File: src/sv/mpt_pkg.sv
// ----------------------------------------------------------------------------
// Mesh path table package
// Sizes, codes and the command and status types shared by the table's parts.
// ----------------------------------------------------------------------------
package mpt_pkg;

  // Number of table entries (1 to 1024).
  localparam int unsigned ENTRIES  = 32;
  localparam int unsigned IDX_W    = (ENTRIES > 1) ? $clog2(ENTRIES) : 1;
  localparam int unsigned CNT_W    = $clog2(ENTRIES + 1);
  localparam int unsigned MAC_W    = 48;
  localparam int unsigned METRIC_W = 64;

  typedef enum logic {
    FUNC_LEARN = 1'b0,
    FUNC_ROUTE = 1'b1
  } func_e;

  typedef enum logic [1:0] {
    ST_OK      = 2'd0,
    ST_FULL    = 2'd1,
    ST_NOROUTE = 2'd2
  } status_e;

  typedef enum logic [1:0] {
    S_IDLE,
    S_SCAN,
    S_FINISH
  } state_e;

  // One stored table entry.
  typedef struct packed {
    logic [MAC_W-1:0]    dest;
    logic [MAC_W-1:0]    hop;
    logic [METRIC_W-1:0] metric;
  } entry_t;

  // Commands from the controller to the datapath.
  typedef struct packed {
    logic load;       // capture a new item and restart the scan
    logic issue;      // read the entry at the scan pointer
    logic hit_latch;  // remember the entry that matched
    logic finish;     // update the table and present the result
  } ctrl_cmd_t;

  // Status from the datapath to the controller.
  typedef struct packed {
    logic hit;        // the entry read last cycle holds the destination
    logic pending;    // a read is in flight
    logic issue_done; // every filled entry has been read
  } dp_status_t;

endpackage

File: src/sv/mpt_ctrl.sv
// ----------------------------------------------------------------------------
// Mesh path table controller
// Sequences the capture of an item, the entry scan and the final update.
// ----------------------------------------------------------------------------
module mpt_ctrl
  import mpt_pkg::*;
(
  input  logic       clk_i,
  input  logic       rst_ni,
  input  logic       start_i,
  output logic       busy_o,
  input  dp_status_t status_i,
  output ctrl_cmd_t  cmd_o
);

  state_e state_q, state_d;

  always_ff @(posedge clk_i or negedge rst_ni) begin
    if (!rst_ni) begin
      state_q <= S_IDLE;
    end else begin
      state_q <= state_d;
    end
  end

  always_comb begin
    state_d = state_q;
    cmd_o   = '0;
    busy_o  = 1'b1;
    unique case (state_q)
      S_IDLE: begin
        busy_o = 1'b0;
        if (start_i) begin
          cmd_o.load = 1'b1;
          state_d    = S_SCAN;
        end
      end
      S_SCAN: begin
        // Stop at the first match, or once every filled entry has been compared.
        if (status_i.hit) begin
          cmd_o.hit_latch = 1'b1;
          state_d         = S_FINISH;
        end else if (status_i.issue_done && !status_i.pending) begin
          state_d = S_FINISH;
        end else if (!status_i.issue_done) begin
          cmd_o.issue = 1'b1;
        end
      end
      S_FINISH: begin
        cmd_o.finish = 1'b1;
        state_d      = S_IDLE;
      end
      default: begin
        state_d = S_IDLE;
      end
    endcase
  end

endmodule

File: config.mk
export PLATFORM = sky130hd
export DESIGN_NAME = mpt_ctrl
export DESIGN_NICKNAME = d
export VERILOG_FILES = /design/src/sv/mpt_pkg.sv /design/src/sv/mpt_ctrl.sv
export SDC_FILE = /design/constraint.sdc
export NUM_CORES = 1
export LEC_CHECK = 0
export BUFFER_PORTS_ARGS = -buffer_cell sky130_fd_sc_hd__buf_4
export CORE_AREA = 2 2 39 41
export DETAILED_ROUTE_END_ITERATION = 12
export DIE_AREA = 0 0 41 43
export RECOVER_POWER = 100
export SLEW_MARGIN = 0
export SYNTH_ARGS = -nofsm -noshare
export SYNTH_HDL_FRONTEND = slang
export SYNTH_SLANG_ARGS = --single-unit
File: constraint.sdc
create_clock -name clk_i -period 1.2 [get_ports clk_i]
set_input_delay 0.06 -clock clk_i [delete_from_list [all_inputs] [get_ports clk_i]]
set_output_delay 0.06 -clock clk_i [all_outputs]
set_load 0.03 [all_outputs]
# --- Yosys cells after proc, flatten, opt, wreduce, memory -nomap -nowiden ---
# Index checks and enable logic that the tools add are counted.
op_classes:
  n_shift: 0
  n_eq_ne: 4
  muxes: 13
  order_cmp: 0
  multipliers: 0
  n_div: 0
  add_sub_neg: 0
  reduce_logical: 4
  n_bitwise: 0
op_table:
  columns: ["op", "n"]
  rows:
  - ["$mux 1", 8]
  - ["$mux 2", 4]
  - ["$pmux 2 s2", 1]
  - ["$ne 3x3->1 const B", 1]
  - ["$eq 2x1->1 const B", 1]
  - ["$eq 2x2->1 const B", 1]
  - ["$logic_not 2->1", 1]
  - ["$ne 2x2->1 const B", 1]
  - ["$reduce_and 2->1", 1]
  - ["$logic_and 1x1->1", 1]
  - ["$logic_not 1->1", 1]
word_totals:
  regBits: 2
  in_bits: 6
  mem_count: 0
  latchBits: 0
  rom_bits: 0
  mem_bits_rw: 0
  out_inout_bits: 5

# --- Depth between registers and ports, before layout ---
logic_depth:
  depth_word: 5
  depth_mapped: 2
  depth_no_buf: 2

# --- Worst setup path after synthesis ---
# Ideal clock, no wire load.
synth_timing:
  kind: "register -> output"
  start: "register state_q[1]"
  end: "output cmd_o[2] in the netlist's numbering"
  slack_ns: -0.029
  stages_incl_launch_ff: 3
  arrival_ns: 1.169
  path_buffers: 0
  path_cell_list: "dfrtp_1 nand2b_4 nor3_1"
synth_lines:
  columns: ["item", "line", "text"]
  rows:
  - ["from (decl)", "mpt_ctrl.sv:16", "state_e state_q, state_d;"]
  - ["from (signal assigned)", "mpt_ctrl.sv:22", "state_q <= state_d;"]
  - ["to (decl)", "mpt_ctrl.sv:13", "output ctrl_cmd_t cmd_o"]

==> results.md <==
* RSZ-0062 raised after global routing: false
* Post-route ant nets at 0
* Mux contribution to synthesized area at 0
* Clock sinks at 2
* Slew headroom at 0.8700
* CTS tree: done
* Reg clk slew, reported paths at 0.03 ns
* Via Count at around 150
* Clock latency on the worst-skew pair at 0.23 ns
* Pre-antenna DRT Iters at 1
* CTS Buf Count at 3
* Final Hold Fails at 0
* Core Rows at 14
* Comb pwr share at 0.544
* PortBufs at 10
* Slew @ Worst Pin at 0.1946 ns
* Max FFs per register at 2
* Area Overhead vs Synth at 115.9%
* MaxCap Viol Count at 0
* Setup Viol. Count Final at 0
* Tcrit/Tclk final at 0.9543
* Global-route wire length before repair at about 500 µm
* Max IR drop VDD at 0.3258 mV
* Ant diodes at 0
* Most common cell after layout, fill and taps aside: buf_4
* Total GRT Usage at 0.05120
* Worst Path Required at 1.14 ns
* WHS at 0.07385 ns
* Hold Crit Depth at 2
* Sequential Power Share at 0.173
* Commonest cells after routing, fill and taps aside: buf_4 (9), clkbuf_4 (4), inv_1 (2), dfrtp_1 (2)
* CP Capture Type: primary output
* Synth Area in Simple Gates at 0.3738
* Syn_nets at 19
* CTS max path bufs at 2
* I/O pins at 11
* XOR/XNOR Fraction of Synth Area at 0
* Worst reg2reg path depth at 3
* Core box area at 0.001384 mm²
* Outcome: finished, final reports clean
* Nets at 37
* Crit path launch type: flip-flop
* Starting DRC count in detailed routing at 0
* Clock power frac at 0.282
* Drc violations at 0
* Die area at roughly 0.0018 mm²
* GP Congestion at ~0.45
* WL/cell at 7.578 µm
* Fin util at 0.2089
* Max Slew Vio Count at 0
* Adder-cell share of the synthesized area at 0
* Compound-Gate Fraction of Synth Area at 0.1963
* Seq/Total Area, Yosys at 0.3738
* Worst hold path class: in2reg
* Sw power at around 200 µW
* Mapped cell area at 133.9 µm²
* Die Y-Extent at 43 µm
* Vias in the first global route at 150
* Total wire length at 341 µm
* Sw Ratio at 0.3684
* Top reg by flops: state_q
* Crit path max fanout at 3
* Layout cells sized above 1 at 0.7241
* Leakage at 0.1408 nW
* Minimum clock period at 1.145 ns
* Synth Warn # at 0
* Setup Skew at 0.003231 ns
* Registers with the most flip-flops: state_q: 2 flops
* GR Overflow Total at 0
* Post-synthesis instance total at 13
* R2r setup slk at 0.25 ns
* Largest family of logic cells by synthesized area: simple AND/OR/NAND/NOR gates
* Vias/cell at 3.356
* Register bit total from synthesis at 2
* CTS root buffer: clkbuf_4
* Power Internal at between 300 and 400 µW
* Initial Util at 0.09674
* TNS Setup at 0 ns
* Initial antenna violation count at 0
* Netlist cell types at 10
* Mean area per synthesized cell at 10.30 µm²
* PwrDens at 1864 mW/mm²
* CP arrival at between 1 and 1.5 ns
* Setup CP Type: reg2out
* Fill count at 159
* Htree depth at 1
* Chip width at 41 µm
* Pin count of the biggest net entering global routing at 5
* Max Clock Freq at approximately 870 MHz
-- metrics by stage --
step / cell area [µm²] / setup WS [ns] / instances / total power [mW]
4_1_cts: 276.5 / 0.01149 / 44 / 0.5193
3_5_place_dp: 234.0 / 0.2308 / 39 / 0.3385
6_report: 289.0 / 0.05488 / 45 / 0.5389
3_3_place_gp: 234.0 / 0.2136 / 39 / 0.3376
2_1_floorplan: 138.9 / 0.02992 / 13 / 0.2615
5_1_grt: 289.0 / 0.001996 / 45 / 0.5796
-- kinds of logic (layout without fill, tap and decap cells) --
kind of cell,Yosys count,after routing
AND/OR/NAND/NOR,7,7
buffers and inverters,2,18
flip-flops,2,2
AO/OA/AOI/OAI,2,2
-- metal layers --
layer / part of all wire / global-route usage / up-vias / wire (µm)
met5: 0 / 0 / - / 0
met4: 0.047 / 0.08000 / 0 / 16
met3: 0.14 / 0.03141 / 2 / 47
met2: 0.49 / 0.06875 / 9 / 168
met1: 0.32 / 0.03537 / 65 / 109
li1: - / - / 75 / -
-- path summary, 6_finish.rpt --
path	start	endpoint
min reg2reg	state_q[1]	state_q[0]
max reg2reg	state_q[0]	state_q[0]
max in group asynchronous	rst_ni	state_q[0]
max	state_q[0]	cmd_o[3]
min in group asynchronous	rst_ni	state_q[1]
min	status_i[2]	state_q[0]
-- synth_stat cells (all sizes together) --
cell    instances  area, µm²
inv             2      7.510
o32ai           1      16.27
or2             1      8.760
and2b           1      8.760
nand2b          1      13.76
dfrtp           2      50.05
nor3            1      5.000
nor2b           1      6.260
o21ba           1      10.01
nor2            2      7.510
-- power groups by stage --
stage	clock [mW]	combinational [mW]	sequential [mW]
global placement	0	0.238	0.0998
finish	0.152	0.293	0.0935
CTS	0.161	0.265	0.0933
floorplan	0	0.163	0.0988
global route	0.170	0.316	0.0943
detailed placement	0	0.238	0.101
-- worst max-delay path, cell delays in order (launching register included) --
cell     delay (ns)
dfrtp_1        0.36
or2_4          0.27
nor2_4         0.09
buf_6          0.13
-- layout make-up --
type                    instances  area, µm²  share of cell area
repair buffers                 13      100.1              0.3463
inverters                       2      7.507             0.02597
flip-flops and latches          2      50.05              0.1732
multi-input cells               9      88.84              0.3074
well taps                      16      20.02             0.06926
clock buffers                   3      22.52             0.07792
-- timing repair --
item,in CTS,in global routing
gates cloned,0,0
hold buffers,1,0
resized for setup,1,2
endpoints found under the hold margin,2,0
buffers inserted,1,1
pin swaps,0,1
setup endpoints to repair,1,1
Note: power is estimated with default switching activity, not from simulation.
